--- src/hdl/smtp_message_classifier_defines.svh ---
// Assertion macros used by the classifier tracker.
`ifndef SMTP_MESSAGE_CLASSIFIER_DEFINES_SVH
`define SMTP_MESSAGE_CLASSIFIER_DEFINES_SVH

// Property that must hold at every clock edge out of reset.
`define SMC_ASSERT(lbl, prop, msg) \
	lbl: assert property (@(posedge clk) disable iff (!arst_n) (prop)) else $error(msg);

// Condition at one edge implies a consequence at the next edge.
`define SMC_ASSERT_NEXT(lbl, ante, cons, msg) \
	lbl: assert property (@(posedge clk) disable iff (!arst_n) (ante) |=> (cons)) \
		else $error(msg);

`endif

--- src/hdl/smc_pkg.sv ---
// Types, constants and keyword table of the SMTP message classifier.
package smc_pkg;

	localparam int NUM_KW     = 17;
	localparam int KW_MAX_LEN = 8;

	typedef logic [7:0]        byte_t;
	typedef logic [3:0]        pos_t;
	typedef logic [NUM_KW-1:0] kw_mask_t;
	typedef logic [4:0]        kw_idx_t;

	typedef enum logic [1:0] {
		KIND_NONE    = 2'd0,
		KIND_REPLY   = 2'd1,
		KIND_COMMAND = 2'd2
	} kind_t;

	// Only the first nine bytes of a payload are inspected.
	localparam pos_t WINDOW_POS = 4'd9;
	// Position of the separator after the three reply digits.
	localparam pos_t REPLY_POS  = 4'd3;

	localparam byte_t CH_NUL     = 8'h00;
	localparam byte_t CH_CR      = 8'h0D;
	localparam byte_t CH_SPACE   = 8'h20;
	localparam byte_t CH_HYPHEN  = 8'h2D;
	localparam byte_t CH_ZERO    = 8'h30;
	localparam byte_t CH_NINE    = 8'h39;
	localparam byte_t CH_LOWER_A = 8'h61;
	localparam byte_t CH_LOWER_Z = 8'h7A;
	localparam byte_t CASE_BIT   = 8'h20;

	localparam byte_t KW_TEXT [NUM_KW][KW_MAX_LEN] = '{
		'{"H", "E", "L", "O", CH_NUL, CH_NUL, CH_NUL, CH_NUL},
		'{"E", "H", "L", "O", CH_NUL, CH_NUL, CH_NUL, CH_NUL},
		'{"M", "A", "I", "L", CH_NUL, CH_NUL, CH_NUL, CH_NUL},
		'{"R", "C", "P", "T", CH_NUL, CH_NUL, CH_NUL, CH_NUL},
		'{"D", "A", "T", "A", CH_NUL, CH_NUL, CH_NUL, CH_NUL},
		'{"R", "S", "E", "T", CH_NUL, CH_NUL, CH_NUL, CH_NUL},
		'{"N", "O", "O", "P", CH_NUL, CH_NUL, CH_NUL, CH_NUL},
		'{"Q", "U", "I", "T", CH_NUL, CH_NUL, CH_NUL, CH_NUL},
		'{"V", "R", "F", "Y", CH_NUL, CH_NUL, CH_NUL, CH_NUL},
		'{"E", "X", "P", "N", CH_NUL, CH_NUL, CH_NUL, CH_NUL},
		'{"H", "E", "L", "P", CH_NUL, CH_NUL, CH_NUL, CH_NUL},
		'{"S", "E", "N", "D", CH_NUL, CH_NUL, CH_NUL, CH_NUL},
		'{"S", "O", "M", "L", CH_NUL, CH_NUL, CH_NUL, CH_NUL},
		'{"S", "A", "M", "L", CH_NUL, CH_NUL, CH_NUL, CH_NUL},
		'{"T", "U", "R", "N", CH_NUL, CH_NUL, CH_NUL, CH_NUL},
		'{"A", "U", "T", "H", CH_NUL, CH_NUL, CH_NUL, CH_NUL},
		'{"S", "T", "A", "R", "T", "T", "L", "S"}
	};

	localparam pos_t KW_LEN [NUM_KW] = '{
		4'd4, 4'd4, 4'd4, 4'd4, 4'd4, 4'd4, 4'd4, 4'd4,
		4'd4, 4'd4, 4'd4, 4'd4, 4'd4, 4'd4, 4'd4, 4'd4, 4'd8
	};

	typedef struct packed {
		logic    is_smtp;
		kind_t   match_kind;
		kw_idx_t command_code;
	} verdict_t;

	typedef struct packed {
		pos_t     pos;
		kw_mask_t cand;
		logic     digits_ok;
		logic     reply;
		logic     cmd;
		kw_idx_t  code;
	} track_t;

	localparam track_t TRACK_RESET = '{
		pos:       '0,
		cand:      '1,
		digits_ok: 1'b1,
		reply:     1'b0,
		cmd:       1'b0,
		code:      '0
	};

endpackage

--- src/hdl/smc_in_if.sv ---
// Payload byte channel of the classifier.
interface smc_in_if import smc_pkg::*; ();
	logic  valid;
	logic  ready;
	byte_t payload_byte;
	logic  end_of_payload;

	modport source (output valid, payload_byte, end_of_payload, input ready);
	modport sink   (input valid, payload_byte, end_of_payload, output ready);
endinterface

--- src/hdl/smc_out_if.sv ---
// Verdict channel of the classifier.
interface smc_out_if import smc_pkg::*; ();
	logic    valid;
	logic    ready;
	logic    is_smtp;
	kind_t   match_kind;
	kw_idx_t command_code;

	modport source (output valid, is_smtp, match_kind, command_code, input ready);
	modport sink   (input valid, is_smtp, match_kind, command_code, output ready);
endinterface

--- src/hdl/smtp_message_classifier.sv ---
// Top level of the SMTP message classifier: input register, tracker, verdict register.
//
//   channel   dir   carries                                   item per
//   bytes     in    payload_byte, end_of_payload              payload byte
//   verdict   out   is_smtp, match_kind, command_code         payload (on its last byte)
//
// One byte is taken every cycle unless a held verdict stalls a last byte; a verdict is
// registered in the verdict register after the last byte leaves the input register. The rate
// is set by the single pass through the tracker between the input register and the tracker state / verdict register.
// Reset clears the match state and the valid flags of the input and verdict registers.
// A held verdict stalls only a last byte waiting in the input register; other bytes flow.
module smtp_message_classifier import smc_pkg::*; (
	input logic        clk,
	input logic        arst_n,
	smc_in_if.sink     bytes,
	smc_out_if.source  verdict
);

	logic     valid_s1;
	byte_t    data_s1;
	logic     last_s1;
	logic     step;
	verdict_t step_verdict;
	logic     out_valid_q;
	verdict_t verdict_q;

	// a last byte needs the verdict register free or draining
	assign step        = valid_s1 && (!last_s1 || !out_valid_q || verdict.ready);
	assign bytes.ready = !valid_s1 || step;

	always_ff @(posedge clk or negedge arst_n) begin
		if (!arst_n) begin
			valid_s1 <= 1'b0;
		end else if (bytes.ready) begin
			valid_s1 <= bytes.valid;
		end
	end

	always_ff @(posedge clk) begin
		if (bytes.valid && bytes.ready) begin
			data_s1 <= bytes.payload_byte;
			last_s1 <= bytes.end_of_payload;
		end
	end

	smc_tracker u_tracker (
		.clk    (clk),
		.arst_n (arst_n),
		.step   (step),
		.data   (data_s1),
		.last   (last_s1),
		.result (step_verdict)
	);

	always_ff @(posedge clk or negedge arst_n) begin
		if (!arst_n) begin
			out_valid_q <= 1'b0;
		end else if (step && last_s1) begin
			out_valid_q <= 1'b1;
		end else if (verdict.ready) begin
			out_valid_q <= 1'b0;
		end
	end

	always_ff @(posedge clk) begin
		if (step && last_s1) begin
			verdict_q <= step_verdict;
		end
	end

	assign verdict.valid        = out_valid_q;
	assign verdict.is_smtp      = verdict_q.is_smtp;
	assign verdict.match_kind   = verdict_q.match_kind;
	assign verdict.command_code = verdict_q.command_code;

endmodule

--- src/hdl/smc_tracker.sv ---
// Per-payload match state and the byte-by-byte keyword and reply checks.
`include "smtp_message_classifier_defines.svh"

module smc_tracker import smc_pkg::*; (
	input  logic     clk,
	input  logic     arst_n,
	input  logic     step,
	input  byte_t    data,
	input  logic     last,
	output verdict_t result
);

	track_t track_q;
	track_t track_d;
	track_t cur;

	always_comb begin
		byte_t    up;
		logic     is_digit;
		logic     sep_cmd;
		kw_mask_t hit;
		kw_idx_t  first_idx;
		pos_t     pos1;

		cur       = track_q;
		hit       = '0;
		first_idx = '0;
		up        = data;
		is_digit  = (data >= CH_ZERO) && (data <= CH_NINE);
		sep_cmd   = (data == CH_SPACE) || (data == CH_CR);
		pos1      = track_q.pos + 4'd1;

		if ((data >= CH_LOWER_A) && (data <= CH_LOWER_Z)) begin
			up = data & ~CASE_BIT;
		end

		if (track_q.pos < WINDOW_POS) begin
			if (track_q.pos < REPLY_POS) begin
				if (!is_digit) begin
					cur.digits_ok = 1'b0;
				end
			end else if (track_q.pos == REPLY_POS) begin
				if (track_q.digits_ok && ((data == CH_SPACE) || (data == CH_HYPHEN))) begin
					cur.reply = 1'b1;
				end
			end

			for (int k = 0; k < NUM_KW; k++) begin
				if (track_q.pos < KW_LEN[k]) begin
					if (up != KW_TEXT[k][track_q.pos[2:0]]) begin
						cur.cand[k] = 1'b0;
					end
				end else if (track_q.pos == KW_LEN[k]) begin
					hit[k] = track_q.cand[k] && sep_cmd;
				end
			end

			// payload ends right after a whole keyword
			if (last) begin
				for (int k = 0; k < NUM_KW; k++) begin
					if (cur.cand[k] && (pos1 == KW_LEN[k])) begin
						hit[k] = 1'b1;
					end
				end
			end

			for (int k = NUM_KW - 1; k >= 0; k--) begin
				if (hit[k]) begin
					first_idx = kw_idx_t'(k);
				end
			end

			if (!track_q.cmd && (|hit)) begin
				cur.cmd  = 1'b1;
				cur.code = first_idx;
			end

			cur.pos = pos1;
		end
	end

	always_comb begin
		if (cur.reply) begin
			result = '{is_smtp: 1'b1, match_kind: KIND_REPLY, command_code: '0};
		end else if (cur.cmd) begin
			result = '{is_smtp: 1'b1, match_kind: KIND_COMMAND, command_code: cur.code};
		end else begin
			result = '{is_smtp: 1'b0, match_kind: KIND_NONE, command_code: '0};
		end
	end

	always_comb begin
		track_d = track_q;
		if (step) begin
			track_d = last ? TRACK_RESET : cur;
		end
	end

	always_ff @(posedge clk or negedge arst_n) begin
		if (!arst_n) begin
			track_q <= TRACK_RESET;
		end else begin
			track_q <= track_d;
		end
	end

	`SMC_ASSERT(pos_in_window, track_q.pos <= WINDOW_POS, "byte position past window")
	`SMC_ASSERT(kinds_exclusive, !(track_q.reply && track_q.cmd), "reply and command both found")
	`SMC_ASSERT(code_needs_command, !track_q.cmd |-> (track_q.code == '0), "stray command code")
	`SMC_ASSERT_NEXT(clear_after_last, step && last, track_q == TRACK_RESET, "state not cleared")
	`SMC_ASSERT_NEXT(hold_without_step, !step, $stable(track_q), "state moved without a byte")

endmodule
--- src/flat_wrapper.sv ---
// flat-port wrapper written by rule: the top's interface ports become plain ports
module smtp_message_classifier_flat import smc_pkg::*;
  (clk, arst_n, bytes_valid, bytes_payload_byte, bytes_end_of_payload, bytes_ready, verdict_valid, verdict_is_smtp, verdict_match_kind, verdict_command_code, verdict_ready);
  smc_in_if bytes_i ();
  smc_out_if verdict_i ();
  input logic clk;
  input logic arst_n;
  input wire logic [$bits(bytes_i.valid)-1:0] bytes_valid;
  input wire logic [$bits(bytes_i.payload_byte)-1:0] bytes_payload_byte;
  input wire logic [$bits(bytes_i.end_of_payload)-1:0] bytes_end_of_payload;
  output wire logic [$bits(bytes_i.ready)-1:0] bytes_ready;
  output wire logic [$bits(verdict_i.valid)-1:0] verdict_valid;
  output wire logic [$bits(verdict_i.is_smtp)-1:0] verdict_is_smtp;
  output wire logic [$bits(verdict_i.match_kind)-1:0] verdict_match_kind;
  output wire logic [$bits(verdict_i.command_code)-1:0] verdict_command_code;
  input wire logic [$bits(verdict_i.ready)-1:0] verdict_ready;
  assign bytes_i.valid = bytes_valid;
  assign bytes_i.payload_byte = bytes_payload_byte;
  assign bytes_i.end_of_payload = bytes_end_of_payload;
  assign bytes_ready = bytes_i.ready;
  assign verdict_valid = verdict_i.valid;
  assign verdict_is_smtp = verdict_i.is_smtp;
  assign verdict_match_kind = verdict_i.match_kind;
  assign verdict_command_code = verdict_i.command_code;
  assign verdict_i.ready = verdict_ready;
  smtp_message_classifier u_core (.clk(clk), .arst_n(arst_n), .bytes(bytes_i), .verdict(verdict_i));
endmodule
--- config.mk ---
export PLATFORM = sky130hd
export DESIGN_NAME = smtp_message_classifier_flat
export DESIGN_NICKNAME = d
export VERILOG_FILES = /design/src/hdl/smc_pkg.sv /design/src/hdl/smc_in_if.sv /design/src/hdl/smc_out_if.sv /design/src/hdl/smtp_message_classifier.sv /design/src/hdl/smc_tracker.sv /design/src/flat_wrapper.sv
export VERILOG_INCLUDE_DIRS = /design/src /design/src/hdl
export SDC_FILE = /design/constraint.sdc
export NUM_CORES = 1
export LEC_CHECK = 0
export ABC_CLOCK_PERIOD_IN_PS = 3450
export BUFFER_PORTS_ARGS = -buffer_cell sky130_fd_sc_hd__buf_2
export CELL_PAD_IN_SITES_DETAIL_PLACEMENT = 1
export CELL_PAD_IN_SITES_GLOBAL_PLACEMENT = 1
export CORE_MARGIN = 2
export CORE_UTILIZATION = 43
export CTS_CLUSTER_DIAMETER = 60
export DETAILED_ROUTE_END_ITERATION = 7
export PLACE_DENSITY_LB_ADDON = 0.12
export SETUP_SLACK_MARGIN = 0.15
export SYNTH_ARGS = -nofsm -noshare
export SYNTH_HDL_FRONTEND = slang
export SYNTH_SLANG_ARGS = --single-unit
--- constraint.sdc ---
create_clock -name clk -period 3.45 [get_ports clk]
set_input_delay 0.69 -clock clk [delete_from_list [all_inputs] [get_ports clk]]
set_output_delay 0.69 -clock clk [all_outputs]
set_load 0.005 [all_outputs]
* Word-level counts from Yosys, hierarchy flattened
Memories as Yosys holds them, arrays and structs flattened.
Cells that the tools add are included.
** Word-level totals
- Flip-flop bits (word level) :: 48
- Latch bits :: 0
- Bits in writable memories :: 0
- ROM bits :: 1088
- Bits of input ports :: 13
- Output and inout bits :: 10
- Word-level logic and storage cells :: 292
- Memories kept :: 17
** Memory list
- (name not given) :: words 8, width 8, read ports 1, clocked after memory_dff 0, write ports 0, line smc_tracker.sv:50 : if (up != KW_TEXT[k][track_q.pos[2:0]]) begin
- (name not given) :: words 8, width 8, read ports 1, clocked after memory_dff 0, write ports 0, line smc_tracker.sv:50
- (name not given) :: words 8, width 8, read ports 1, clocked after memory_dff 0, write ports 0, line smc_tracker.sv:50
- (name not given) :: words 8, width 8, read ports 1, clocked after memory_dff 0, write ports 0, line smc_tracker.sv:50
- (name not given) :: words 8, width 8, read ports 1, clocked after memory_dff 0, write ports 0, line smc_tracker.sv:50
- (name not given) :: words 8, width 8, read ports 1, clocked after memory_dff 0, write ports 0, line smc_tracker.sv:50
- +11 memories
** Cells by class
- Add/subtract/negate cells :: 1
- Multipliers :: 0
- Divide/modulo/power cells :: 0
- $lt $le $gt $ge :: 9
- Equal/unequal tests :: 26
- Shifts and indexed selects :: 0
- Mux-type cells :: 167
- Bitwise gates (word level) :: 2
- Reduce and logical (&&, ||, !) cells :: 57
** Operators with widths (number)
- 8-bit two-way mux :: 35
- 8-bit != test :: 17
- 1-bit two-way mux :: 109
- 5-bit two-way mux :: 17
- 29-bit two-way mux :: 2
- 1-bit logical AND :: 41
- 17-bit two-way mux :: 2
- 17-bit OR reduction :: 1
- 8-bit by 6-bit == test with 1-bit output, second input constant :: 2
- 6-bit two-way mux :: 2
- 4-bit by 3-bit == test with 1-bit output, second input constant :: 2
- 4-bit == test, second input constant :: 2
- 8-bit by 4-bit == test with 1-bit output, second input constant :: 1
- 8-bit by 6-bit greater-or-equal comparator with 1-bit output, second input constant :: 1
- 8-bit by 7-bit greater-or-equal comparator with 1-bit output, second input constant :: 1
- 8-bit by 6-bit less-or-equal comparator with 1-bit output, second input constant :: 1
- 8-bit by 7-bit less-or-equal comparator with 1-bit output, second input constant :: 1
- 4-bit < comparator, second input constant :: 2
- 2-bit nonzero test :: 3
- 1-bit logical OR :: 5
- 4-bit by 1-bit adder with 4-bit output, second input constant :: 1
- 4-bit by 2-bit == test with 1-bit output, second input constant :: 1
- 4-bit greater-or-equal comparator, second input constant :: 1
- 1-bit zero test :: 4
- other kinds (8) :: 8

* Logic depth before layout (Yosys ltp)
Gate-level depths: netlist of run 1.
- Depth in word-level cells :: 33
- Depth in mapped cells :: 14
- Gate-level depth less buffers :: 12

* Cells and area by module
A second synthesis of run 1 with hierarchy kept.
** Unflattened totals
- Cell total of the unflattened synthesis :: 474
- Area, all modules :: 3966.3 sq um
** By module, submodules not included
- smc_tracker :: instances 1, cells each 447, area an instance 3349.5 sq um, sequential area each 748.2 sq um
- smtp_message_classifier :: instances 1, cells each 27, area an instance 616.8 sq um, sequential area each 560.5 sq um

* Worst setup path after synthesis of run 1
Ideal clock, no wire load.
- Kind :: reg2reg
- Start :: register u_core.u_tracker.track_q[25] (netlist bit)
- End :: register u_core.verdict_q (netlist bit u_core.verdict.command_code[0]), data pin
- Library setup time :: 0.190 ns
- Arrival :: 3.472 ns
- Data required time :: 3.260 ns
- Slack :: -0.213 ns
- Stages on the path, launching flop included :: 14
- Path buffers :: 2
- Clock period less this slack :: 3.663 ns
- Cell sequence :: dfrtp_1 > clkbuf_1 > inv_1 > ha_1 > buf_2 > nor2_1 > a211oi_1 > a32oi_1 > o2111a_1 > a221o_1 > or4b_4 > o31ai_4 > a21oi_2 > a2111oi_2
** Between the ends
- Word-level cells in the longest chain between the ends :: 30
- Elaborated cells between the ends (all ways) :: 224
- Those cells by class :: add/sub: 1; order compare: 4; eq/ne: 22; mux: 158; bitwise: 2; reduce/logical: 20; memory: 17
** Ends and longest elaborated chain
- start: declaration :: line smc_tracker.sv:13 : track_t track_q;
- start signal: assignment :: line smc_tracker.sv:103 : track_q <= track_d;
- 3-bit inverter with 4-bit output (not written as such) :: line smc_tracker.sv:50
- memory read 8 x 8 bit
- 8-bit two-way mux (not written as such) (2 in a row) :: line smc_tracker.sv:50
- 8-bit != test :: line smc_tracker.sv:50
- 1-bit two-way mux :: line smc_tracker.sv:50
- 1-bit two-way mux :: line smc_tracker.sv:49 : if (track_q.pos < KW_LEN[k]) begin
- 1-bit two-way mux :: line smc_tracker.sv:37 : if (track_q.pos < WINDOW_POS) begin
- 1-bit logical AND :: line smc_tracker.sv:61 : if (cur.cand[k] && (pos1 == KW_LEN[k])) begin
- 1-bit two-way mux :: line smc_tracker.sv:61
- 17-bit two-way mux :: line smc_tracker.sv:59 : if (last) begin
- 17-bit two-way mux :: line smc_tracker.sv:37
- 5-bit two-way mux (16 in a row) :: line smc_tracker.sv:68 : if (hit[k]) begin
- 6-bit two-way mux :: line smc_tracker.sv:73 : if (!track_q.cmd && (|hit)) begin
- 29-bit two-way mux (*) :: line smc_tracker.sv:37
- end signal: assignment :: line smtp_message_classifier.sv:67 : verdict_q <= step_verdict;
- end: declaration :: line smtp_message_classifier.sv:25 : verdict_t verdict_q;
Every way passes the cells marked *; elsewhere a longest branch is shown, timed or not. The select of a mux whose other input is x is not followed.
A chain may end at the register's enable or synchronous reset.

* Worst setup path after layout of run 1
- Start :: register u_core.u_tracker.track_q[25] (netlist bit)
- End :: register u_core.verdict_q (netlist bit u_core.verdict.command_code[1]), data pin
The elaborated chain is that of the path after synthesis.

==> results of run 1 <==
cell usage after synthesis, types with 3 or more instances:
master / number
sky130_fd_sc_hd__a211oi_1: 11
sky130_fd_sc_hd__a21oi_1: 26
sky130_fd_sc_hd__a22o_1: 4
sky130_fd_sc_hd__a22oi_1: 5
sky130_fd_sc_hd__a31oi_1: 10
sky130_fd_sc_hd__a32oi_1: 4
sky130_fd_sc_hd__and2_1: 11
sky130_fd_sc_hd__and3_1: 4
sky130_fd_sc_hd__buf_1: 3
sky130_fd_sc_hd__buf_2: 16
sky130_fd_sc_hd__buf_4: 7
sky130_fd_sc_hd__clkbuf_1: 12
sky130_fd_sc_hd__dfrtp_1: 13
sky130_fd_sc_hd__dfstp_2: 18
sky130_fd_sc_hd__edfxtp_1: 17
sky130_fd_sc_hd__ha_1: 9
sky130_fd_sc_hd__inv_1: 16
sky130_fd_sc_hd__nand2_1: 37
sky130_fd_sc_hd__nand2b_1: 8
sky130_fd_sc_hd__nand3_1: 16
sky130_fd_sc_hd__nand4_1: 8
sky130_fd_sc_hd__nand4b_1: 3
sky130_fd_sc_hd__nor2_1: 48
sky130_fd_sc_hd__nor2b_1: 11
sky130_fd_sc_hd__nor3_1: 14
sky130_fd_sc_hd__nor3b_1: 5
sky130_fd_sc_hd__nor4_1: 9
sky130_fd_sc_hd__nor4b_1: 4
sky130_fd_sc_hd__o211ai_1: 4
sky130_fd_sc_hd__o21a_1: 3
sky130_fd_sc_hd__o21ai_0: 31
sky130_fd_sc_hd__o21ai_1: 3
sky130_fd_sc_hd__o22a_1: 5
sky130_fd_sc_hd__o22ai_1: 7
sky130_fd_sc_hd__o2bb2ai_1: 3
sky130_fd_sc_hd__o31a_1: 4
sky130_fd_sc_hd__o31ai_1: 6
sky130_fd_sc_hd__o32ai_1: 3
sky130_fd_sc_hd__or2_2: 3
sky130_fd_sc_hd__or3_1: 8
sky130_fd_sc_hd__xnor2_1: 19
sky130_fd_sc_hd__xor2_1: 10
worst max-delay path: stages, from the launching register on:
cell and delay (ns):
sky130_fd_sc_hd__dfrtp_2 0.48, sky130_fd_sc_hd__ha_4 0.21, sky130_fd_sc_hd__inv_1 0.08, sky130_fd_sc_hd__ha_2 0.22
sky130_fd_sc_hd__xor2_1 0.30, sky130_fd_sc_hd__buf_4 0.23, sky130_fd_sc_hd__nor2_1 0.06, sky130_fd_sc_hd__nand2_1 0.14
sky130_fd_sc_hd__o32ai_4 0.12, sky130_fd_sc_hd__o41ai_4 0.33, sky130_fd_sc_hd__nand4_1 0.17, sky130_fd_sc_hd__buf_4 0.18
sky130_fd_sc_hd__o31ai_4 0.33, sky130_fd_sc_hd__buf_4 0.19, sky130_fd_sc_hd__nand2_1 0.06, sky130_fd_sc_hd__a21boi_1 0.21
state kept, by name (all words and copies together), names as in the netlist:
| signal | flops |
|---|---|
| u_core.u_tracker.track_q | 29 |
| u_core.data_s1 | 8 |
| u_core.verdict.command_code | 5 |
| u_core.verdict.match_kind | 2 |
| u_core.last_s1 | 1 |
| u_core.valid_s1 | 1 |
| u_core.verdict.is_smtp | 1 |
| u_core.verdict.valid | 1 |
per-layer routing:
| layer | vias to the layer above | part of all wire, % |
|---|---|---|
| met1 | 2382 | 41 |
| li1 | 2049 | - |
| met4 | 0 | 3.2 |
| met2 | 227 | 49 |
| met3 | 44 | 6.9 |
| met5 | - | 0 |
how the worst max path moves through the flow:
| stage | startpoint | end | slack (ns) | cells past startpoint |
|---|---|---|---|---|
| finish | u_core.u_tracker.track_q[25] | u_core.verdict.command_code[1] | -0.03 | 15 |
| global route | u_core.u_tracker.track_q[26] | u_core.verdict.command_code[1] | -0.17 | 15 |
| CTS | u_core.u_tracker.track_q[25] | u_core.verdict.command_code[0] | 0.14 | 13 |
| detailed placement | u_core.u_tracker.track_q[25] | u_core.verdict.command_code[4] | -0.04 | 12 |
| global placement | u_core.u_tracker.track_q[25] | u_core.verdict.is_smtp | 0.11 | 12 |
| floorplan | u_core.u_tracker.track_q[25] | u_core.verdict.command_code[0] | 0.17 | 14 |
per-stage QoR:
step | TNS [ns] | hold slack (ns) | total power (uW)
CTS | 0 | 0.465 | 3350
floorplan | 0 | 0.394 | 2070
global placement | 0 | 0.461 | 2600
detailed placement | -0.108 | 0.474 | 2660
finish | -0.0288 | 0.464 | 3680
global route | -0.515 | 0.497 | 3840
power by group through the flow:
stage / Sequential, uW / Clock, uW / Combinational, uW
floorplan: 821 / 0 / 1250
global placement: 854 / 0 / 1750
detailed placement: 861 / 0 / 1800
CTS: 864 / 365 / 2120
global route: 883 / 386 / 2570
finish: 874 / 361 / 2450
cells by family after synthesis:
kind of cell / after synthesis
flops: 48
buf+inv: 55
compound gates: 159
fa+ha+maj: 9
xor+xnor: 30
mux: 2
simple gates: 202
cell type report:
class	instances	area share (%)
Clock buffer	5	1.24
Clock inverter	3	0.315
Inverter	17	1.26
Multi-Input combinational cell	402	54.6
Sequential cell	48	23.6
Tap cell	129	2.90
Timing Repair Buffer	114	16.1
timing repair:
item                       CTS  global route
setup endpoints to repair   12            13
pin swaps                   14            24
gates resized for setup     47            38
cloned                       1             0
buffers inserted            31             8
==> metrics.log, run 1 <==
[metrics] outcome: finished with violations
[metrics] violations in the final reports: negative setup slack
[metrics] Combinational Power Share: between 60% and 70%
[metrics] Sequential Power Share: about a quarter
[metrics] met3 Track Usage GR: 4.95%
[metrics] overall track demand over capacity in global routing: 32.9%
[metrics] setup slack of the critical path after layout: -0.0288 ns
[metrics] Max-cap violations: 0
[metrics] post-synth top area cell: sky130_fd_sc_hd__edfxtp_1
[metrics] met1 Track Usage GR: 43.0%
[metrics] Setup Viol. Count Final: 1
[metrics] met2 layer usage reported by global route: a little under three fifths
[metrics] clk root buf: sky130_fd_sc_hd__clkbuf_8
[metrics] category of the critical setup timing path: reg2reg
[metrics] complex-gate fraction of the synthesized area: 27.1%
[metrics] final net count: 610
[metrics] Adder-Cell Fraction of Synth Area: under 10%
[metrics] switching share of power: between 40% and 50%
[metrics] fill cell total of the finished layout: 1,085
[metrics] number of DRC violations after detailed-routing iteration 0: 418
[metrics] FF-to-FF End: u_core.verdict.command_code[1]
[metrics] DIE WIDTH: 102 um
[metrics] wire length of the first global-routing pass: between 20,000 and 30,000 um
[metrics] Post-Syn Nets: 527
[metrics] Yosys warning total: 0
[metrics] clock network fraction of design power: 9.8%
[metrics] Syn Std Cell Area: 4170 sq um
[metrics] clock sink total: 48
[metrics] async set-reset flop share out of synthesis: 64.6%
[metrics] top cell type's share of synthesized area: between 10% and 20%
[metrics] pin slew with the least headroom to its limit: 1.04 ns
[metrics] Worst Setup Start Kind: flop
[metrics] worst flop-to-flop path startpoint: u_core.u_tracker.track_q[25]
[metrics] main combinational cell family by area after synthesis: compound AO/OA/AOI/OAI gates
[metrics] residual DRC count: 0
[metrics] pre-CTS worst setup slack: -0.0394 ns
[metrics] final cell count without fillers: roughly 700
[metrics] effective utilization at floorplan: 44.7%
[metrics] largest buffer count on any clock path: 2
[metrics] total internal power: 1940 uW
[metrics] clock latency reported for the late side of the worst-skew pair: 0.32 ns
[metrics] final critical-path required period: 3.48 ns
[metrics] synth unique cells: 78
[metrics] number of diodes: 0
[metrics] total congestion overflow: 0
[metrics] maximum number of pins on one net before global-route repair: 43
[metrics] maximum VDD drop: 0.748 mV
[metrics] deepest level of the CTS H-tree: 2
[metrics] RSZ-0062 raised after global routing: yes
[metrics] XOR/XNOR share of the synthesized area: between 6 and 7%
[metrics] Final Util: 59.6%
[metrics] clk slew on worst S/H paths: 0.10 ns
[metrics] final instance area: 5560 sq um
[metrics] top cells by area in the synthesized netlist: sky130_fd_sc_hd__edfxtp_1 12%, sky130_fd_sc_hd__dfstp_2 11%, sky130_fd_sc_hd__dfrtp_1 7.8%
[metrics] commonest non-fill, non-tap cell in the layout: sky130_fd_sc_hd__buf_4
[metrics] Psw: 1750 uW
[metrics] power density over cell area: 662 nW/um^2
[metrics] kind of path behind the tightest hold check: in2async
[metrics] boundary pin count: 23
[metrics] number of hold-slack violations in the final timing report: 0
[metrics] Placed Instance Area: ~4700 sq um
[metrics] CTS tree: built
[metrics] HPWL after DPL: 11,300 um
[metrics] post-placement cell count: 670
[metrics] number of antenna violations at the first check in global routing: 0
[metrics] Area growth syn-to-layout: 33.3%
[metrics] maximum achievable frequency: 0.287 GHz
[metrics] Die Ht: 102 um
[metrics] weighted congestion at the end of routability-driven global placement: 0.910
[metrics] worst reg2reg path depth: 15
[metrics] fraction of final layout cells sized beyond drive strength 1: around 36%
[metrics] Period Utilization, post-route: 101%
[metrics] most instantiated flip-flop cell in the synthesis netlist: sky130_fd_sc_hd__dfstp_2
[metrics] worst relative slew slack: 29.9%
[metrics] Clock Skews: 0.0244 ns
[metrics] Worst EP required: 3.59 ns
[metrics] Crit path arrival time: 3.62 ns
[metrics] DRT antenna net count: 0
[metrics] post-synthesis sequential area ratio: between 30% and 40%
[metrics] Leakage Power: ~0.0021 uW
[metrics] synthesized area per cell: 8.26 sq um
[metrics] number of buffers created by CTS: 5
[metrics] multiplexer share of the synthesized area: 0.480%
[metrics] top library cells by usage in the layout, fill and taps aside: 80 x sky130_fd_sc_hd__buf_4, 47 x sky130_fd_sc_hd__nor2_1, 37 x sky130_fd_sc_hd__nand2_1
[metrics] kind of end point of the critical path: flop
[metrics] number of placement rows: 35
[metrics] number of flops mapped to enable cells by yosys: 17
[metrics] post-synthesis register bit count: 48
[metrics] global routing's busiest layer: met2
[metrics] largest fanout on the critical path: 5
[metrics] Gate Count Post-Synth: a little over 500
[metrics] number of buffers added on ports: 22
[metrics] simple-gate area share of the yosys netlist: approximately a quarter
[metrics] via count of the first global-routing pass: 4,718
[metrics] area occupied by multi-input gates: 3040 sq um
[metrics] detailed-route via count: 4,702
[metrics] Std-Cell Core Area: about 9300 sq um
[metrics] average vias per placed instance: 6.55
[metrics] first-pass iteration count of the detailed router: 5
[metrics] max-slew violations: 0
[metrics] DRT Wirelength: 17,600 um
[metrics] worst reg2reg setup slack: -0.03 ns
[metrics] Routed wire per std cell: 24.5 um
[metrics] combined flip-flop and latch cell area: 1310 sq um
[metrics] number of buffers inserted for hold repair after clock tree synthesis: 0
[metrics] area of the die: 10,500 sq um
(Power assumes the default switching activity.)
==> run 2, diff against run 1 <==
Settings changed: ABC_AREA from default to 1, CELL_PAD_IN_SITES_DETAIL_PLACEMENT 1 to default, CELL_PAD_IN_SITES_GLOBAL_PLACEMENT 1 to default, CORE_UTILIZATION 43 to 56, PLACE_DENSITY from default to 0.77, PLACE_DENSITY_LB_ADDON 0.12 to default.
==> run 2 against run 1 <==
Net effect:
- clock skew decreased by 0.013 ns
- core utilization increased by 4.6 points
- fmax increased by 5.9%
- the flow now finishes without violations
==> metrics.log, run 2 <==
[metrics] outcome: complete, no violations
[metrics] synth cell count leaders: 112 x sky130_fd_sc_hd__nand2_1, 57 x sky130_fd_sc_hd__inv_1, 43 x sky130_fd_sc_hd__nor2_1
[metrics] max-slew violations: 0 (unchanged)
[metrics] number of flops mapped to enable cells by yosys: 17 (unchanged)
[metrics] maximum VDD drop: 0.391 mV (-48%)
[metrics] Worst Hold Margin: 0.414 ns (-0.0503 ns)
[metrics] Worst Setup Start Kind: flop
[metrics] residual DRC count: 0 (unchanged)
[metrics] number of hold-slack violations in the final timing report: 0 (unchanged)
[metrics] fraction of final layout cells sized beyond drive strength 1: 25.0% (-11 points)
[metrics] boundary pin count: 23 (unchanged)
[metrics] total congestion overflow: 0 (unchanged)
[metrics] top cells by area in the synthesized netlist: sky130_fd_sc_hd__edfxtp_1 14%, sky130_fd_sc_hd__dfstp_2 13%, sky130_fd_sc_hd__nand2_1 11%
[metrics] DIE WIDTH: 85.4 um (-17%)
[metrics] via count of the first global-routing pass: 3,207 (-32%)
[metrics] Setup Viol. Count Final: 0 (-1)
[metrics] Max-cap violations: 0 (unchanged)
[metrics] maximum number of pins on one net before global-route repair: 32 (-26%)
[metrics] number of DRC violations after detailed-routing iteration 0: 306 (-27%)
[metrics] async set-reset flop share out of synthesis: 64.6% (unchanged)
[metrics] Gate Count Post-Synth: 483 (-4.4%)
[metrics] summed negative setup slack over all endpoints: 0 ns (+0.0288 ns)
[metrics] Std-Cell Core Area: 6390 sq um (-32%)
[metrics] Post-Syn Nets: 505 (-4.2%)
[metrics] DRT Wirelength: 9280 um (-47%)
[metrics] clock sink total: 48 (unchanged)
[metrics] cell seen most often among critical-path stages: sky130_fd_sc_hd__nand2_1
[metrics] worst relative slew slack: 55.9% (+26 points)
[metrics] HPWL after DPL: 6880 um (-39%)
[metrics] synth unique cells: 51 (-35%)
[metrics] number of placement rows: 29 (-17%)
[metrics] number of diodes: 0 (unchanged)
[metrics] pin slew with the least headroom to its limit: 0.662 ns (-0.382 ns)
[metrics] Syn Std Cell Area: 3710 sq um (-11%)
[metrics] DRT antenna net count: 0 (unchanged)
[metrics] final critical-path required period: 3.28 ns (-0.195 ns)
[metrics] RSZ-0062 raised after global routing: yes
[metrics] post-synth top area cell: sky130_fd_sc_hd__edfxtp_1
[metrics] Area growth syn-to-layout: 10.6%
[metrics] detailed-route via count: 3,450 (-27%)
[metrics] max incr delay on CP: 0.47 ns (about the same)
[metrics] synthesized area per cell: 7.68 sq um (-7.1%)
[metrics] top cell type's share of synthesized area: 13.8% (+1.5 points)
[metrics] max reg flops: 29 (unchanged)
[metrics] top library cells by usage in the layout, fill and taps aside: 112 x sky130_fd_sc_hd__nand2_1, 57 x sky130_fd_sc_hd__inv_1, 41 x sky130_fd_sc_hd__nor2_1
[metrics] commonest non-fill, non-tap cell in the layout: sky130_fd_sc_hd__nand2_1
[metrics] clock latency reported for the late side of the worst-skew pair: 0.31 ns (about the same)
[metrics] overall track demand over capacity in global routing: 26.0% (-6.9 points)
[metrics] kind of path behind the tightest hold check: in2async
[metrics] weighted congestion at the end of routability-driven global placement: 0.980 (+7.7%)
[metrics] Yosys warning total: 0 (unchanged)
[metrics] Crit path arrival time: 3.35 ns (-0.27 ns)
[metrics] Clock Skews: 0.0118 ns (-0.0125 ns)
[metrics] category of the critical setup timing path: reg2reg
[metrics] most repeated cell in the gate-level netlist after synthesis: sky130_fd_sc_hd__nand2_1
[metrics] final net count: 538 (-12%)
[metrics] area of the die: 7290 sq um (-31%)
[metrics] number of buffers added on ports: 22 (unchanged)
[metrics] post-synthesis sequential area ratio: 35.3% (+3.9 points)
[metrics] maximum achievable frequency: 0.305 GHz (+5.9%)
[metrics] deepest level of the CTS H-tree: 2 (unchanged)
[metrics] power density over cell area: 547 nW/um^2 (-17%)
[metrics] CTS tree: built
[metrics] Leakage Power: 0.00197 uW (-7.3%)
[metrics] Routed wire per std cell: 15.6 um (-36%)
[metrics] kind of end point of the critical path: flop
[metrics] first-pass iteration count of the detailed router: 5 (unchanged)
[metrics] Period Utilization, post-route: 95.2% (-5.6 points)
[metrics] clk root buf: sky130_fd_sc_hd__clkbuf_8
[metrics] number of buffers created by CTS: 5 (unchanged)
[metrics] cell with the largest stage delay on the worst path: sky130_fd_sc_hd__dfrtp_2
[metrics] Worst EP required: 3.52 ns (-0.07 ns)
[metrics] largest buffer count on any clock path: 2 (unchanged)
[metrics] number of buffers inserted for hold repair after clock tree synthesis: 0 (unchanged)
[metrics] Die Ht: 85.4 um (-17%)
[metrics] register containing the most flip-flops in the final layout: u_core.u_tracker.track_q
[metrics] most instantiated flip-flop cell in the synthesis netlist: sky130_fd_sc_hd__dfstp_2
[metrics] number of antenna violations at the first check in global routing: 0 (unchanged)
[metrics] average vias per placed instance: 5.81 (-11%)
[metrics] wire length of the first global-routing pass: 15,000 um (-43%)
[metrics] effective utilization at floorplan: 58.1% (+13 points)
[metrics] post-synthesis register bit count: 48 (unchanged)
[metrics] clk slew on worst S/H paths: 0.10 ns (about the same)
[metrics] largest fanout on the critical path: 8 (+3)
[metrics] Critical Path, Cell by Cell: inv_1 -> ha_1 -> nand2_2 -> o21ai_0 -> inv_1 -> o22ai_1 -> a21oi_1 -> nand2_1 -> o31ai_1 -> o21ai_0 -> nand4_2 -> nor2_2 -> inv_2 -> nand3_4 -> inv_2 -> nand2_1 -> nand2_1 -> nor2_2
-- run 2: cell type report --
class / count / area [sq um]
Timing Repair Buffer: 38 / 235
Multi-Input combinational cell: 355 / 2090
Inverter: 68 / 265
Sequential cell: 48 / 1310
Tap cell: 77 / 96.3
Clock inverter: 2 / 12.5
Clock buffer: 6 / 93.8
Fill cell: 567 / 2290
-- run 2: report_power, final --
| group | switching, uW | leakage [uW] | internal, uW | total, uW |
|---|---|---|---|---|
| Clock | 199 | 0.0000540 | 186 | 385 |
| Combinational | 700 | 0.00139 | 374 | 1070 |
| Sequential | 73.5 | 0.000527 | 710 | 783 |
| Total | 973 | 0.00197 | 1270 | 2240 |
-- run 2: routing by layer --
| metal | vias to the layer above | GRT usage [%] | wire length, um |
|---|---|---|---|
| met5 | - | 0 | 0 |
| met4 | 0 | 9.96 | 318 |
| met3 | 37 | 4.86 | 849 |
| met2 | 203 | 40.3 | 4080 |
| met1 | 1560 | 36.1 | 4030 |
| li1 | 1650 | - | - |
-- run 2: final timing paths --
kind	startpoint	end	slack, ns	cells after the start
hold reg to reg	u_core.u_tracker.track_q[2]	u_core.u_tracker.track_q[2]	0.50	2
hold / removal	arst_n	u_core.verdict.valid	0.41	1
min in group clk	u_core.u_tracker.track_q[2]	u_core.u_tracker.track_q[2]	0.50	2
setup / recovery	u_core.u_tracker.track_q[26]	u_core.verdict.command_code[4]	0.17	18
max in group asynchronous	arst_n	u_core.u_tracker.track_q[25]	2.58	1
setup reg to reg	u_core.u_tracker.track_q[26]	u_core.verdict.command_code[4]	0.17	18
-- run 2: kinds of logic (layout without fill, tap and decap cells) --
kind of cell	after synthesis	count (layout)	synth area share [%]
adder cells (fa/ha/maj)	9	9	3.04
AO/OA/AOI/OAI	81	81	13.7
flip-flops	48	48	35.3
buffers and inverters	80	114	9.75
XOR/XNOR	29	29	6.85
AND/OR/NAND/NOR	236	236	31.4
-- run 2: metrics by stage --
step / power [uW] / std cells / instance area, sq um / worst slack (ns) / util, %
2_1_floorplan: 1510 / 483 / 3710 / 0.549 / -
3_3_place_gp: 1700 / 577 / 3870 / 0.103 / 60.6
3_5_place_dp: 1720 / 577 / 3870 / 0.0971 / 60.6
4_1_cts: 2110 / 585 / 3980 / 0.217 / 62.3
5_1_grt: 2380 / 594 / 4100 / -0.0994 / 64.2
6_report: 2240 / 594 / 4100 / 0.166 / 64.2
-- run 2: worst max-delay path: cells and delay by family, from the launching register on --
kind,cells,cell delay [ns]
DFF,1,0.47
and+or+nand+nor,8,0.79
buffers and inverters,4,0.48
adders and majority gates,1,0.32
AOI/OAI and AO/OA,5,0.98
-- run 2: what timing repair did --
| action | CTS | global route |
|---|---|---|
| resized for setup | 2 | 13 |
| buffers inserted | 0 | 9 |
| endpoints found under the setup margin | 6 | 13 |
==> run 3, diff against run 2 <==
Settings changed: CORE_UTILIZATION 56 to 32, CTS_CLUSTER_DIAMETER 60 to 120, PLACE_DENSITY 0.77 to default.
==> run 3 against run 2 <==
Net effect:
- critical path depth is 1 lower
- largest cell class unchanged
- critical path type unchanged
- setup slack improved by 0.23 ns
- sequential power is 0.5% higher
==> metrics.log, run 3 (synthesis gave the netlist of run 2 again) <==
[metrics] outcome: complete, no violations
[metrics] detailed-route via count: 3,325 (-3.6%)
[metrics] fill cell total of the finished layout: 1,161 (+100%)
[metrics] cell type group with the largest total delay on the critical path: simple AND/OR/NAND/NOR gates
[metrics] number of buffers added on ports: 22 (unchanged)
[metrics] wire length of the first global-routing pass: 16,200 um (+7.9%)
[metrics] weighted congestion at the end of routability-driven global placement: 0.920 (-6.1%)
[metrics] largest fanout on the critical path: 8 (unchanged)
[metrics] max-slew violations: 0 (unchanged)
[metrics] Period Utilization, post-route: 88.4% (-6.8 points)
[metrics] Die Ht: 112 um (+31%)
[metrics] clk slew on worst S/H paths: 0.07 ns (-0.03 ns)
[metrics] summed negative setup slack over all endpoints: 0 ns (unchanged)
[metrics] Critical Path, Cell by Cell: inv_1 -> ha_1 -> nand2_2 -> xor2_1 -> nor4_1 -> nand2_1 -> a21oi_1 -> o21ai_1 -> and2_4 -> nand4_2 -> nor2_2 -> inv_2 -> nand3_4 -> inv_2 -> o21ai_0 -> nand2_1 -> nor2_2
[metrics] number of hold-slack violations in the final timing report: 0 (unchanged)
[metrics] cell with the largest stage delay on the worst path: sky130_fd_sc_hd__dfrtp_2
[metrics] Std-Cell Core Area: 11,400 sq um (+78%)
[metrics] combined flip-flop and latch cell area: 1310 sq um (unchanged)
[metrics] DIE WIDTH: 112 um (+31%)
[metrics] pin slew with the least headroom to its limit: 0.704 ns (+0.0414 ns)
[metrics] area of the die: 12,500 sq um (+71%)
[metrics] Leakage Power: 0.00198 uW (+0.23%)
[metrics] Max-cap violations: 0 (unchanged)
[metrics] max reg flops: 29 (unchanged)
[metrics] boundary pin count: 23 (unchanged)
[metrics] HPWL after DPL: 7600 um (+11%)
[metrics] number of DRC violations after detailed-routing iteration 0: 308 (+0.65%)
[metrics] total congestion overflow: 0 (unchanged)
[metrics] fraction of final layout cells sized beyond drive strength 1: 25.8% (+0.87 points)
[metrics] Area growth syn-to-layout: 13.9%
[metrics] number of placement rows: 39 (+34%)
[metrics] worst reg2reg setup slack: 0.40 ns (+0.23 ns)
[metrics] final net count: 536 (-0.37%)
[metrics] Crit path arrival time: 3.11 ns (-0.24 ns)
[metrics] deepest level of the CTS H-tree: 2 (unchanged)
[metrics] average vias per placed instance: 5.05 (-13%)
[metrics] clock latency reported for the late side of the worst-skew pair: 0.30 ns (about the same)
[metrics] DRT antenna net count: 0 (unchanged)
[metrics] RSZ-0062 raised after global routing: no
[metrics] max incr delay on CP: 0.44 ns (-0.03 ns)
[metrics] clock sink total: 48 (unchanged)
[metrics] commonest non-fill, non-tap cell in the layout: sky130_fd_sc_hd__nand2_1
[metrics] register containing the most flip-flops in the final layout: u_core.u_tracker.track_q
[metrics] CTS tree: built
[metrics] top library cells by usage in the layout, fill and taps aside: 111 x sky130_fd_sc_hd__nand2_1, 55 x sky130_fd_sc_hd__inv_1, 39 x sky130_fd_sc_hd__nor2_1
[metrics] maximum number of pins on one net before global-route repair: 32 (unchanged)
[metrics] overall track demand over capacity in global routing: 16.1% (-9.9 points)
[metrics] worst reg2reg path depth: 17 (-1)
[metrics] capturing instance or port of the critical path: u_core.verdict.command_code[1]
[metrics] effective utilization at floorplan: 32.6% (-25 points)
[metrics] Setup Viol. Count Final: 0 (unchanged)
[metrics] worst flop-to-flop path startpoint: u_core.u_tracker.track_q[25]
[metrics] worst relative slew slack: 53.1% (-2.8 points)
[metrics] DRT Wirelength: 9980 um (+7.5%)
[metrics] count of cell instances traversed by the critical path: 17 (-1)
[metrics] largest buffer count on any clock path: 2 (unchanged)
[metrics] Routed wire per std cell: 15.2 um (-2.9%)
[metrics] number of diodes: 0 (unchanged)
[metrics] category of the critical setup timing path: reg2reg
[metrics] first-pass iteration count of the detailed router: 5 (unchanged)
[metrics] kind of path behind the tightest hold check: in2async
[metrics] power density over cell area: 547 nW/um^2 (about the same)
[metrics] FF-to-FF End: u_core.verdict.command_code[1]
[metrics] maximum VDD drop: 0.415 mV (+6.1%)
[metrics] Worst EP required: 3.51 ns (about the same)
[metrics] final critical-path required period: 3.05 ns (-0.235 ns)
[metrics] maximum achievable frequency: 0.328 GHz (+7.7%)
[metrics] residual DRC count: 0 (unchanged)
[metrics] Worst Setup Start Kind: flop
[metrics] kind of end point of the critical path: flop
[metrics] clk root buf: sky130_fd_sc_hd__clkbuf_16
[metrics] Setup crit start: u_core.u_tracker.track_q[25]
[metrics] number of buffers created by CTS: 5 (unchanged)
[metrics] area occupied by multi-input gates: 2110 sq um (+1.0%)
[metrics] sum of buffers and inverters on the critical path: 3 (-1)
[metrics] via count of the first global-routing pass: 3,161 (-1.4%)
[metrics] Clock Skews: 0.00885 ns (-0.00299 ns)
[metrics] number of antenna violations at the first check in global routing: 0 (unchanged)
[metrics] Worst Hold Margin: 0.448 ns (+0.0337 ns)
## run 3: cell types whose count changed in the layout (fill, tap and decap cells not counted), sizes merged
| cell | previous run | this run |
|---|---|---|
| clkinvlp | 0 | 1 |
| inv | 68 | 69 |
| buf | 37 | 35 |
| clkbuf | 6 | 5 |
| clkinv | 2 | 1 |
## run 3: worst min-delay path by stage
stage	startpoint	to	slack (ns)	cells past startpoint
floorplan	arst_n	u_core.u_tracker.track_q[0]	0.39	0
global placement	u_core.u_tracker.track_q[2]	u_core.u_tracker.track_q[2]	0.49	2
finish	arst_n	u_core.verdict.valid	0.45	1
global route	arst_n	u_core.verdict.valid	0.50	1
CTS	arst_n	u_core.u_tracker.track_q[5]	0.47	1
detailed placement	u_core.u_tracker.track_q[2]	u_core.u_tracker.track_q[2]	0.48	2
## run 3: what timing repair did
| item | 4_1_cts | 5_1_grt |
|---|---|---|
| pin swaps | 0 | 0 |
| endpoints found under the hold margin | 0 | 0 |
| gates resized for setup | 2 | 19 |
| hold buffers | 0 | 0 |
| gates cloned | 0 | 0 |
| buffers inserted | 0 | 5 |
| endpoints found under the setup margin | 6 | 12 |
## run 3: worst register-to-register path, delay by kind of cell, from the launching register on
kind	cells	cell delay, ns
buf+inv	3	0.31
simple gates	9	1.14
xor+xnor	1	0.19
fa+ha+maj	1	0.36
compound gates	3	0.38
flops	1	0.44
## run 3: area by class of cell
class                           instances  area share, %
Multi-Input combinational cell        355           49.9
Clock inverter                          3          0.415
Tap cell                              143           4.24
Sequential cell                        48           31.1
Clock buffer                            5           2.96
Timing Repair Buffer                   36           5.21
Inverter                               68           6.22
## run 3: through the flow
| stage | power, uW | util, % | cell area (sq um) | cells | setup slack (ns) |
|---|---|---|---|---|---|
| after detailed placement | 1730 | 34.9 | 3970 | 645 | 0.00770 |
| after global placement | 1720 | 34.9 | 3970 | 645 | 0.0922 |
| after CTS | 2230 | 36.2 | 4120 | 653 | 0.159 |
| final | 2310 | 37.1 | 4220 | 658 | 0.401 |
| after floorplan | 1510 | - | 3710 | 483 | 0.549 |
| after global routing | 2460 | 37.1 | 4220 | 658 | 0.153 |
## run 3: metal layers
metal | global-route usage (%) | share of wire [%]
met1 | 21.9 | 46
met4 | 5.35 | 2.1
met2 | 26.1 | 48
met5 | 0 | 0
met3 | 2.50 | 4.2
## run 3: where the power goes
group | total (uW) | leakage, uW | switching [uW] | internal [uW]
logic | 1030 | 0.00138 | 677 | 357
clock network | 489 | 0.0000678 | 222 | 267
registers | 787 | 0.000527 | 76.4 | 710
total | 2310 | 0.00198 | 976 | 1330
